===== config.mk =====
export PLATFORM = sky130hd
export DESIGN_NAME = file_handle_allocator
export DESIGN_NICKNAME = d
export VERILOG_FILES = /design/src/hw/rtl/fha_pkg.sv /design/src/hw/rtl/fha_ram.sv /design/src/hw/rtl/file_handle_allocator.sv
export SDC_FILE = /design/constraint.sdc
export NUM_CORES = 1
export LEC_CHECK = 0
export BUFFER_PORTS_ARGS = -buffer_cell sky130_fd_sc_hd__buf_2
export CAP_MARGIN = 25
export CORE_UTILIZATION = 45
export CTS_CLUSTER_SIZE = 10
export DETAILED_ROUTE_END_ITERATION = 10
export GPL_TIMING_DRIVEN = 0
export SLEW_MARGIN = 20
export SYNTH_ARGS = -nofsm -noshare
export SYNTH_HDL_FRONTEND = slang
export SYNTH_SLANG_ARGS = --single-unit

===== constraint.sdc =====
create_clock -name clk -period 11.4 [get_ports clk]
set_input_delay 2.85 -clock clk [delete_from_list [all_inputs] [get_ports clk]]
set_output_delay 2.85 -clock clk [all_outputs]
set_load 0.01 [all_outputs]

===== src/hw/rtl/fha_pkg.sv =====
`timescale 1ns / 1ps
// ----------------------------------------------------------------------------
// fha_pkg
// Shared types, codes and defaults for the descriptor allocator.
// ----------------------------------------------------------------------------
package fha_pkg;

  // default configuration
  localparam int MAX_FILES_DEF = 16;
  localparam int FIRST_FD_DEF  = 3;

  // fixed field widths
  localparam int CMD_W    = 2;
  localparam int FD_W     = 8;
  localparam int HANDLE_W = 32;
  localparam int STATUS_W = 2;

  // highest descriptor number that names a standard stream
  localparam logic [FD_W-1:0] CONSOLE_LAST = 8'd2;

  typedef enum logic [CMD_W-1:0] {
    CMD_ALLOC  = 2'd0,
    CMD_FREE   = 2'd1,
    CMD_LOOKUP = 2'd2,
    CMD_NONE   = 2'd3
  } cmd_t;

  typedef enum logic [STATUS_W-1:0] {
    ST_OK       = 2'd0,
    ST_NO_FD    = 2'd1,
    ST_BAD_FD   = 2'd2,
    ST_RESERVED = 2'd3
  } status_t;

endpackage


===== src/hw/rtl/fha_ram.sv =====
`timescale 1ns / 1ps
// ----------------------------------------------------------------------------
// fha_ram
// Generic simple dual-port RAM: one write port, one read port with a
// registered read that updates only when re is high.
// ----------------------------------------------------------------------------
module fha_ram #(
  parameter int WIDTH = 32,
  parameter int DEPTH = 16,
  parameter int AW    = (DEPTH > 1) ? $clog2(DEPTH) : 1
) (
  input  logic             clk,
  input  logic             we,
  input  logic [AW-1:0]    waddr,
  input  logic [WIDTH-1:0] wdata,
  input  logic             re,
  input  logic [AW-1:0]    raddr,
  output logic [WIDTH-1:0] rdata
);

  logic [WIDTH-1:0] mem [DEPTH];
  logic [WIDTH-1:0] rdata_r;

  always_ff @(posedge clk) begin
    if (we) begin
      mem[waddr] <= wdata;
    end
    if (re) begin
      rdata_r <= mem[raddr];
    end
  end

  assign rdata = rdata_r;

endmodule


===== src/hw/rtl/file_handle_allocator.sv =====
`timescale 1ns / 1ps
// ----------------------------------------------------------------------------
// file_handle_allocator
// Hands out descriptor numbers FIRST_FD .. FIRST_FD+MAX_FILES-1, each bound
// to a 32-bit handle. Freed numbers go on a LIFO stack and are reused first.
// ----------------------------------------------------------------------------
//
//  channel | direction | handshake          | payload
//  --------+-----------+--------------------+----------------------------------
//  in_     | to block  | in_valid/in_stall  | cmd, fd_number, handle_in
//  out_    | from block| out_valid/out_stall| status, fd_out, handle_out,
//          |           |                    | is_console
//
//  - Each item has an accept step and an execute step: the accept edge issues
//    the registered reads of the handle RAM and the free-stack RAM; execute
//    does the update and loads the output register once that register is free.
//    One item in flight: no new item is accepted until the last leaves execute.
//  - in_stall is high while an item is in flight. An item stays in execute
//    until the output register is empty or drained in that cycle, so a
//    stalled result keeps in_stall high for every cycle of the stall.
//  - Reset (rst_n low, synchronous) clears counters, the on-list bits and the
//    per-entry valid bits of the handle table; no clearing pass is needed.
//  - The free-stack RAM is not reset; only pushed entries are ever used.
// ----------------------------------------------------------------------------
module file_handle_allocator #(
  parameter int MAX_FILES = fha_pkg::MAX_FILES_DEF,
  parameter int FIRST_FD  = fha_pkg::FIRST_FD_DEF
) (
  input  logic                          clk,
  input  logic                          rst_n,
  // request channel
  input  logic                          in_valid,
  output logic                          in_stall,
  input  logic [fha_pkg::CMD_W-1:0]     in_cmd,
  input  logic [fha_pkg::FD_W-1:0]      in_fd_number,
  input  logic [fha_pkg::HANDLE_W-1:0]  in_handle_in,
  // result channel
  output logic                          out_valid,
  input  logic                          out_stall,
  output logic [fha_pkg::STATUS_W-1:0]  out_status,
  output logic [fha_pkg::FD_W-1:0]      out_fd_out,
  output logic [fha_pkg::HANDLE_W-1:0]  out_handle_out,
  output logic                          out_is_console
);

  // slot index and counter widths
  localparam int SW = (MAX_FILES > 1) ? $clog2(MAX_FILES) : 1;
  localparam int CW = $clog2(MAX_FILES + 1);
  localparam logic [fha_pkg::FD_W-1:0] FIRST_FD_V  = fha_pkg::FD_W'(FIRST_FD);
  localparam logic [fha_pkg::FD_W:0]   MAX_FILES_W = (fha_pkg::FD_W + 1)'(MAX_FILES);
  localparam logic [CW-1:0]            MAX_CNT     = CW'(MAX_FILES);

  typedef enum logic {
    S_IDLE,
    S_EXEC
  } state_t;

  // --------------------------------------------------------------------------
  // Registers
  // --------------------------------------------------------------------------
  state_t                          state_r, state_nxt;
  fha_pkg::cmd_t                   cmd_r, cmd_nxt;
  logic [fha_pkg::FD_W-1:0]        fd_r, fd_nxt;
  logic [fha_pkg::HANDLE_W-1:0]    handle_r, handle_nxt;
  logic [SW-1:0]                   slot_r, slot_nxt;      // slot named by fd_number
  logic                            in_range_r, in_range_nxt;
  logic [CW-1:0]                   free_count_r, free_count_nxt;
  logic [CW-1:0]                   fresh_next_r, fresh_next_nxt;
  logic [MAX_FILES-1:0]            on_free_r, on_free_nxt;   // number is on the stack
  logic [MAX_FILES-1:0]            hvalid_r, hvalid_nxt;     // table entry written since reset/free
  logic                            out_valid_r, out_valid_nxt;
  fha_pkg::status_t                out_status_r, out_status_nxt;
  logic [fha_pkg::FD_W-1:0]        out_fd_r, out_fd_nxt;
  logic [fha_pkg::HANDLE_W-1:0]    out_handle_r, out_handle_nxt;
  logic                            out_console_r, out_console_nxt;

  // --------------------------------------------------------------------------
  // Memories
  // --------------------------------------------------------------------------
  logic                            tbl_we;
  logic [SW-1:0]                   tbl_waddr;
  logic [fha_pkg::HANDLE_W-1:0]    tbl_rdata;
  logic                            stk_we;
  logic [SW-1:0]                   stk_waddr;
  logic [SW-1:0]                   stk_raddr;
  logic [SW-1:0]                   stk_rdata;

  // --------------------------------------------------------------------------
  // Front end: decode the incoming descriptor number
  // --------------------------------------------------------------------------
  logic                            accept;
  logic                            out_free;
  logic                            exec_fire;
  logic [fha_pkg::FD_W-1:0]        in_diff;
  logic                            in_range;
  logic [SW-1:0]                   in_slot;

  assign out_free  = !out_valid_r || !out_stall;
  assign in_stall  = (state_r != S_IDLE);
  assign accept    = in_valid && !in_stall;
  assign exec_fire = (state_r == S_EXEC) && out_free;

  assign in_diff  = in_fd_number - FIRST_FD_V;
  assign in_range = (in_fd_number >= FIRST_FD_V) && ({1'b0, in_diff} < MAX_FILES_W);
  assign in_slot  = in_diff[SW-1:0];

  // top of stack; only consumed when free_count is nonzero
  assign stk_raddr = SW'(free_count_r - CW'(1));

  fha_ram #(
    .WIDTH (fha_pkg::HANDLE_W),
    .DEPTH (MAX_FILES),
    .AW    (SW)
  ) u_table (
    .clk   (clk),
    .we    (tbl_we),
    .waddr (tbl_waddr),
    .wdata (handle_r),
    .re    (accept),
    .raddr (in_slot),
    .rdata (tbl_rdata)
  );

  fha_ram #(
    .WIDTH (SW),
    .DEPTH (MAX_FILES),
    .AW    (SW)
  ) u_stack (
    .clk   (clk),
    .we    (stk_we),
    .waddr (stk_waddr),
    .wdata (slot_r),
    .re    (accept),
    .raddr (stk_raddr),
    .rdata (stk_rdata)
  );

  // --------------------------------------------------------------------------
  // Execute: read data is valid in S_EXEC; nothing writes the RAMs between
  // the read and here, so no forwarding is required.
  // --------------------------------------------------------------------------
  logic                            pop_ok;
  logic                            fresh_ok;
  logic [SW-1:0]                   alloc_slot;

  assign pop_ok     = (free_count_r != '0);
  assign fresh_ok   = (fresh_next_r < MAX_CNT);
  assign alloc_slot = pop_ok ? stk_rdata : fresh_next_r[SW-1:0];

  always_comb begin
    state_nxt       = state_r;
    cmd_nxt         = cmd_r;
    fd_nxt          = fd_r;
    handle_nxt      = handle_r;
    slot_nxt        = slot_r;
    in_range_nxt    = in_range_r;
    free_count_nxt  = free_count_r;
    fresh_next_nxt  = fresh_next_r;
    on_free_nxt     = on_free_r;
    hvalid_nxt      = hvalid_r;
    out_valid_nxt   = out_valid_r && out_stall;
    out_status_nxt  = out_status_r;
    out_fd_nxt      = out_fd_r;
    out_handle_nxt  = out_handle_r;
    out_console_nxt = out_console_r;
    tbl_we          = 1'b0;
    tbl_waddr       = alloc_slot;
    stk_we          = 1'b0;
    stk_waddr       = free_count_r[SW-1:0];

    unique case (state_r)
      S_IDLE: begin
        if (accept) begin
          cmd_nxt      = fha_pkg::cmd_t'(in_cmd);
          fd_nxt       = in_fd_number;
          handle_nxt   = in_handle_in;
          slot_nxt     = in_slot;
          in_range_nxt = in_range;
          state_nxt    = S_EXEC;
        end
      end
      S_EXEC: begin
        if (exec_fire) begin
          state_nxt       = S_IDLE;
          out_valid_nxt   = 1'b1;
          out_status_nxt  = fha_pkg::ST_OK;
          out_fd_nxt      = '0;
          out_handle_nxt  = '0;
          out_console_nxt = 1'b0;
          unique case (cmd_r)
            fha_pkg::CMD_ALLOC: begin
              if (pop_ok || fresh_ok) begin
                if (pop_ok) begin
                  free_count_nxt         = free_count_r - CW'(1);
                  on_free_nxt[alloc_slot] = 1'b0;
                end else begin
                  fresh_next_nxt = fresh_next_r + CW'(1);
                end
                tbl_we                 = 1'b1;
                hvalid_nxt[alloc_slot] = 1'b1;
                out_fd_nxt             = fha_pkg::FD_W'(alloc_slot) + FIRST_FD_V;
              end else begin
                out_status_nxt = fha_pkg::ST_NO_FD;
              end
            end
            fha_pkg::CMD_FREE: begin
              if (in_range_r) begin
                // clearing the valid bit makes the entry read as zero
                hvalid_nxt[slot_r] = 1'b0;
                if (!on_free_r[slot_r] && (free_count_r < MAX_CNT)) begin
                  stk_we              = 1'b1;
                  free_count_nxt      = free_count_r + CW'(1);
                  on_free_nxt[slot_r] = 1'b1;
                end
              end else begin
                out_status_nxt = fha_pkg::ST_BAD_FD;
              end
            end
            fha_pkg::CMD_LOOKUP: begin
              if (fd_r <= fha_pkg::CONSOLE_LAST) begin
                out_console_nxt = 1'b1;
              end else if (in_range_r) begin
                out_handle_nxt = hvalid_r[slot_r] ? tbl_rdata : '0;
              end else begin
                out_status_nxt = fha_pkg::ST_BAD_FD;
              end
            end
            default: begin
              // unused selector: all-zero result
            end
          endcase
        end
      end
      default: begin
        state_nxt = S_IDLE;
      end
    endcase
  end

  always_ff @(posedge clk) begin
    if (!rst_n) begin
      state_r       <= S_IDLE;
      free_count_r  <= '0;
      fresh_next_r  <= '0;
      on_free_r     <= '0;
      hvalid_r      <= '0;
      out_valid_r   <= 1'b0;
    end else begin
      state_r       <= state_nxt;
      free_count_r  <= free_count_nxt;
      fresh_next_r  <= fresh_next_nxt;
      on_free_r     <= on_free_nxt;
      hvalid_r      <= hvalid_nxt;
      out_valid_r   <= out_valid_nxt;
    end
    cmd_r         <= cmd_nxt;
    fd_r          <= fd_nxt;
    handle_r      <= handle_nxt;
    slot_r        <= slot_nxt;
    in_range_r    <= in_range_nxt;
    out_status_r  <= out_status_nxt;
    out_fd_r      <= out_fd_nxt;
    out_handle_r  <= out_handle_nxt;
    out_console_r <= out_console_nxt;
  end

  assign out_valid      = out_valid_r;
  assign out_status     = out_status_r;
  assign out_fd_out     = out_fd_r;
  assign out_handle_out = out_handle_r;
  assign out_is_console = out_console_r;

  // --------------------------------------------------------------------------
  // Assertions
  // --------------------------------------------------------------------------
  a_count_matches_marks: assert property (@(posedge clk) disable iff (!rst_n)
    $countones(on_free_r) == int'(free_count_r))
    else $error("free_count out of step with on-list marks");

  a_fresh_bounded: assert property (@(posedge clk) disable iff (!rst_n)
    fresh_next_r <= MAX_CNT)
    else $error("fresh counter past range");

  a_pop_marked: assert property (@(posedge clk) disable iff (!rst_n)
    (exec_fire && (cmd_r == fha_pkg::CMD_ALLOC) && pop_ok) |-> on_free_r[stk_rdata])
    else $error("popped slot was not marked free");

  a_accept_to_exec: assert property (@(posedge clk) disable iff (!rst_n)
    accept |=> (state_r == S_EXEC) && !out_valid_r || (state_r == S_EXEC))
    else $error("accepted item did not enter execute");

  a_exec_result: assert property (@(posedge clk) disable iff (!rst_n)
    exec_fire |=> out_valid_r && (state_r == S_IDLE))
    else $error("execute did not produce a result");

endmodule


# After elaboration in Yosys (flattened, before gate mapping)
# Memories as Yosys holds them, arrays and structs flattened. A register that Yosys moved wholly into a read port is not among the register bits.
# Index checks and enable logic that the tools add are counted.
[word_totals]
mem_count = 2
output_inout_bits = 45
mem_bits_rw = 576
wordCells = 116
regBits = 134
in_bits = 46
[classes]
reduce_logical = 23
eq_ne = 6
bitwise = 11
mux = 45
addsub = 5
order_cmp = 9
[memory_table]
columns = ["name", "words", "width", "read_ports", "rd_clocked_by_memory_dff", "wr", "line_no", "source"]
rows = [
  ["u_table.mem", 16, 32, 1, 1, 1, "fha_ram.sv:21", "logic [WIDTH-1:0] mem [DEPTH];"],
  ["u_stack.mem", 16, 4, 1, 1, 1, "fha_ram.sv:21", ""],
]
[ops]
columns = ["op", "count"]
rows = [
  ["16-bit two-way mux", 6],
  ["16-bit case mux with 2 select lines", 2],
  ["16-bit AND", 2],
  ["16-bit NOT", 2],
  ["16-bit OR", 2],
  ["1-bit two-way mux", 23],
  ["5-bit two-way mux", 4],
  ["5-bit by 1-bit adder with 5-bit output (second input constant)", 2],
  ["4-bit by 5-bit < comparator with 1-bit output (second input constant)", 2],
  ["5-bit < comparator (second input constant)", 2],
  ["5-bit case mux with 2 select lines", 1],
  ["5-bit AND reduction", 2],
  ["1-bit binary-select mux with 4-bit select", 2],
  ["1-bit demux with 4-bit select", 2],
  ["4-bit by 1-bit >= comparator with 1-bit output (second input constant)", 2],
  ["8-bit by 2-bit >= comparator with 1-bit output (second input constant)", 1],
  ["8-bit by 2-bit less-or-equal comparator with 1-bit output (second input constant)", 1],
  ["8-bit by 5-bit < comparator with 1-bit output (second input constant)", 1],
  ["2-bit inequality test (second input constant)", 4],
  ["8-bit by 2-bit subtractor with 8-bit output (second input constant)", 1],
  ["1-bit logical AND", 7],
  ["7-bit AND reduction", 1],
  ["2-bit case mux with 3 select lines", 1],
  ["2-bit AND reduction", 3],
  ["other kinds (14)", 23],
]

# Longest topological paths before layout
[logic_depth]
ltp_word = 11
depth_mapped = 12
depth_no_buf = 9

# Hierarchy
# From an unflattened synthesis, not the netlist that was laid out.
[hier_totals]
cells_unflattened = 1408
hier_area_um2 = 28431.0
[by_module_without_submodules]
columns = ["module", "area_each_um2", "cells_per_inst", "instances"]
rows = [
  ["fha_ram (u_table)", 20155.6, 838, 1],
  ["file_handle_allocator", 5569.1, 440, 1],
  ["fha_ram (u_stack)", 2706.3, 130, 1],
]

# Worst setup path before layout
# OpenSTA, ideal clock, no wires.
[synth_timing]
kind = "input-to-reg"
startpoint = "in in_valid"
endpoint = "reg cmd_r[0] (enable)"
setup_time_ns = 0.534
path_buffers = 0
path_slack_ns = 4.390
t_arrival_ns = 6.476
path_stages = 1
cell_sequence = "nor2b_1"
[synth_between]
elab_chain_cells = 2
[synth_rtl]
columns = ["item", "line_no", "source"]
rows = [
  ["start, declared", "file_handle_allocator.sv:32", "input logic in_valid,"],
  ["1-bit logical AND", "file_handle_allocator.sv:100", "assign accept = in_valid && !in_stall;"],
  ["2-bit AND reduction (no line)", "--", ""],
  ["end signal, assigned", "file_handle_allocator.sv:256", "cmd_r <= cmd_nxt;"],
  ["end, declared", "file_handle_allocator.sv:62", "fha_pkg::cmd_t cmd_r, cmd_nxt;"],
]
# No other way between the ends.
# A chain may end at the register's enable or synchronous reset.

# Worst setup path after layout
[layout_timing]
startpoint = "in in_fd_number[0] (netlist name)"
endpoint = "reg u_table.rdata_r[25] (netlist: u_table.rdata[25]) (read register of u_table.mem), data pin"
[layout_between]
elab_chain_cells = 1
[layout_rtl]
columns = ["item", "line_no", "source"]
rows = [
  ["start, declared", "file_handle_allocator.sv:35", "input logic [fha_pkg::FD_W-1:0] in_fd_number,"],
  ["8-bit by 2-bit subtractor with 8-bit output", "file_handle_allocator.sv:103", "assign in_diff = in_fd_number - FIRST_FD_V;"],
  ["net in_diff (one bit)", "file_handle_allocator.sv:94", "logic [fha_pkg::FD_W-1:0] in_diff;"],
  ["end, declared", "fha_ram.sv:22", "logic [WIDTH-1:0] rdata_r;"],
]
# The timed path passes the listed nets, and every way through them passes these cells.

==> impl_metrics.yaml <==
final_layout:
  syn_to_final_growth_pct: 15.0
  fin_cells: 2387
  post-route-util_pct: 52.7
  drive_above_1_share_pct: 29.4
  regArea_sq_um: 21900
  multi_input_area_sq_um: 6180
  diodes: 0
  postLayoutCellArea_sq_um: 32800
  nets: 1575
  n_fill_cell: 4834
logic_synthesis:
  synth_top_family_by_area: "multiplexers"
  ys_ff_latch: 743
  synth-edff-count: 699
  synthDistinctLibCells: 67
  netlist_top_cells_area: "edfxtp_1, mux4_2, dfxtp_1"
  async_flop_share_pct: 0
  ys.flop_type: "edfxtp_1"
  synth_top_area_share_pct: 73.7
  seq_area_frac_synth_pct: 76.8
  syn_area_sq_um: 28500
  synthMuxAreaShare_pct: 15.3
  synth-simple-area-share_pct: 3.36
  avgSynthCellArea_sq_um: 21.5
  synth_compound_gate_area_share_pct: 2.18
  syn-instance-count: 1323
  yosysWarnings: 0
  synth_xor_area_share_pct: 0.277
  synth-adder-area-share_pct: 0.483
  yosysTopAreaCell: "edfxtp_1"
critical_path:
  critPathArrivalTime_ps: 5890
  crit_required_ps: 11730
  endpoint_kind: "register"
  criticalPathCategory: "input port to register"
  cp_max_fo: 10
  path_buf_inv: 3
  path_cells: "buf_2 -> ha_1 -> clkbuf_1 -> clkbuf_1 -> mux4_2 -> mux4_2"
  reg2reg_slack_ps: 7010
  slowest_delay_ps: 810
  worst_setup_path_start_kind: "input port"
  critPathTopFamily: "buffers and inverters"
  slowest_stage: "clkbuf_1"
global_routing:
  grt.total_usage_pct: 20.6
  grt_pass1_wl_mm: 93.7
  grt_start_max_net_pins: 33
  antenna_found_initial: 1
  grt.overflow.total: 0
  grt_pass1_vias: 14000
route:
  wl_per_cell_um: 26.7
  routed_wl_mm: 63.8
  num_vias: 13700
  drt_iter0_drc: 1140
  ant_nets: 0
  drtPass1Iterations: 5
  via_per_inst: 5.72
  drc: 0
sta:
  max_freq_mhz: 180
  slew_headroom_pct: 33.5
  drv_slew: 0
  setup_viol: 0
  worstMarginPinSlew_ps: 997
  whs_ps: 479
  grt_setup_unrepaired: "false"
  hold_viol_final: 0
  setup_tns_ps: 0
  post-route-min-period_ps: 5560
  finClkSkew_ps: 22.2
  finalCritPeriodShare_pct: 48.7
power:
  p_per_area_nw_per_um2: 178
  power_frac_comb_pct: 5.6
  ir_drop_uv: 140
  total_leakage_power_nw: 10.5
  p_sw_share_pct: 21.2
  seqPwrFrac_pct: 53.0
  clockPowerShare_pct: 41.5
  p_sw_w: 0.00123
  internal_power_w: 0.00460
floorplan:
  ios: 91
  die_x_um: 254
  row_count: 91
  start_util_pct: 45.8
  die_h_um: 254
  core-area_sq_um: 62200
  die_area_sq_um: 64300
clocking:
  cts_setup_buffers: 0
  ctsHoldBuffers: 0
  htree_num_levels: 3
  clk_pin_slew_ps: 60
  cts_resized: 0
  root_buffer: "clkbuf_16"
  cts_buffers: 85
  cts_tree: "yes"
  clock_path_buffers: 3
  clock_sinks: 743
  insertion_delay_ps: 620
placed_design:
  dp_cells: 2268
  place_congestion: 0.818
  dp.final_hpwl_mm: 38.7
  io_buffers: 86
  post_dp_cell_area_sq_um: 30400
job:
  max_cap_violations: 0
min_path:
  hold_path.class: "register to register"
status:
  status: "finished clean"
-- synth_stat cells, drive strengths merged (2+ instances only) --
library cell and number:
a2111oi 2, a211oi 3, a21boi 3, a21oi 21, a311oi 2, a32o 16, and2 36, buf 29
clkbuf 39, dfxtp 44, edfxtp 699, ha 11, inv 27, mux2 4, mux2i 8, mux4 187
nand2 43, nand2b 4, nand3 22, nand4 3, nor2 42, nor2b 7, nor3 7, nor3b 3
nor4b 2, o21a 3, o21ai 22, o31a 2, or2 2, xnor2 8
-- layout by cell type, fill, tap and decap left out, drive strengths merged, types with 3 or more instances in the layout --
cell / netlist / routed
o21a: 3 / 3
edfxtp: 699 / 699
o21ai: 22 / 22
and2: 36 / 36
inv: 27 / 28
nor3b: 3 / 3
nand3: 22 / 22
buf: 29 / 135
mux4: 187 / 187
a211oi: 3 / 3
nand4: 3 / 3
mux2: 4 / 4
nand2: 43 / 43
clkbuf: 39 / 153
a32o: 16 / 16
a21oi: 21 / 21
clkinv: 1 / 5
mux2i: 8 / 8
conb: 1 / 3
nor3: 7 / 7
nor2: 42 / 42
ha: 11 / 11
xnor2: 8 / 8
nand2b: 4 / 4
a21boi: 3 / 3
dfxtp: 44 / 44
nor2b: 7 / 7
-- final cells by class --
| type | count | share of cell area, % |
|---|---|---|
| Tap cell | 837 | 3.20 |
| Inverter | 28 | 0.359 |
| Clock inverter | 5 | 0.149 |
| Timing Repair Buffer | 106 | 2.50 |
| Multi-Input combinational cell | 486 | 18.9 |
| Sequential cell | 743 | 66.8 |
| Buffer | 68 | 1.07 |
| Clock buffer | 114 | 7.11 |
-- metal layers --
metal  global-route usage (%)  wire length (um)
met1                     29.1             27600
met2                     33.3             31300
met3                     2.99              3570
met4                     6.03              1310
met5                        0                 0
-- final timing paths --
check                               startpoint                          end  cells past startpoint
setup / recovery               in_fd_number[0]  u_table.rdata[25]$_DFFE_PP_                      6
hold / removal       hvalid_r[10]$_SDFFE_PN0P_    hvalid_r[10]$_SDFFE_PN0P_                      2
setup reg to reg  free_count_r[0]$_SDFFE_PN0P_  u_table.mem[8][8]$_DFFE_PP_                     11
hold reg to reg      hvalid_r[10]$_SDFFE_PN0P_    hvalid_r[10]$_SDFFE_PN0P_                      2
-- power groups by stage --
stage               Clock [W]  Combinational [W]  Sequential [W]
finish                0.00242           0.000324         0.00309
detailed placement          0           0.000330         0.00314
CTS                   0.00246           0.000331         0.00309
floorplan                   0           0.000204         0.00313
global placement            0           0.000317         0.00315
global route          0.00256           0.000347         0.00309
-- worst min-delay path, delay by kind of cell (launching register included) --
kind           cells  cell delay, ps
flip-flops         1             300
AO/OA/AOI/OAI      2             120
-- sequential cells by signal, indices dropped and copies added, names as in the netlist, 5 cells and up --
name	cells
u_table.mem	512
u_stack.mem	64
handle_r	32
out_handle_out	32
u_table.rdata	32
hvalid_r	16
on_free_r	16
fd_r	8
free_count_r	5
fresh_next_r	5
out_fd_out	5
-- cells by family (layout without fill, tap and decap cells) --
logic type | after synthesis | after routing
AOI/OAI and AO/OA | 82 | 82
adders and majority gates | 11 | 11
other | 1 | 3
muxes | 199 | 199
and+or+nand+nor | 182 | 182
buffers and inverters | 96 | 321
xor gates and xnor gates | 9 | 9
DFF | 743 | 743
-- through the flow --
stage                     total power, W  setup WS (ps)
after floorplan                  0.00334           4390
after global placement           0.00346            762
after detailed placement         0.00348           5200
after CTS                        0.00588           5880
after global routing             0.00600           5810
final                            0.00583           5840
No activity file was read; power rests on OpenSTA's default activity.
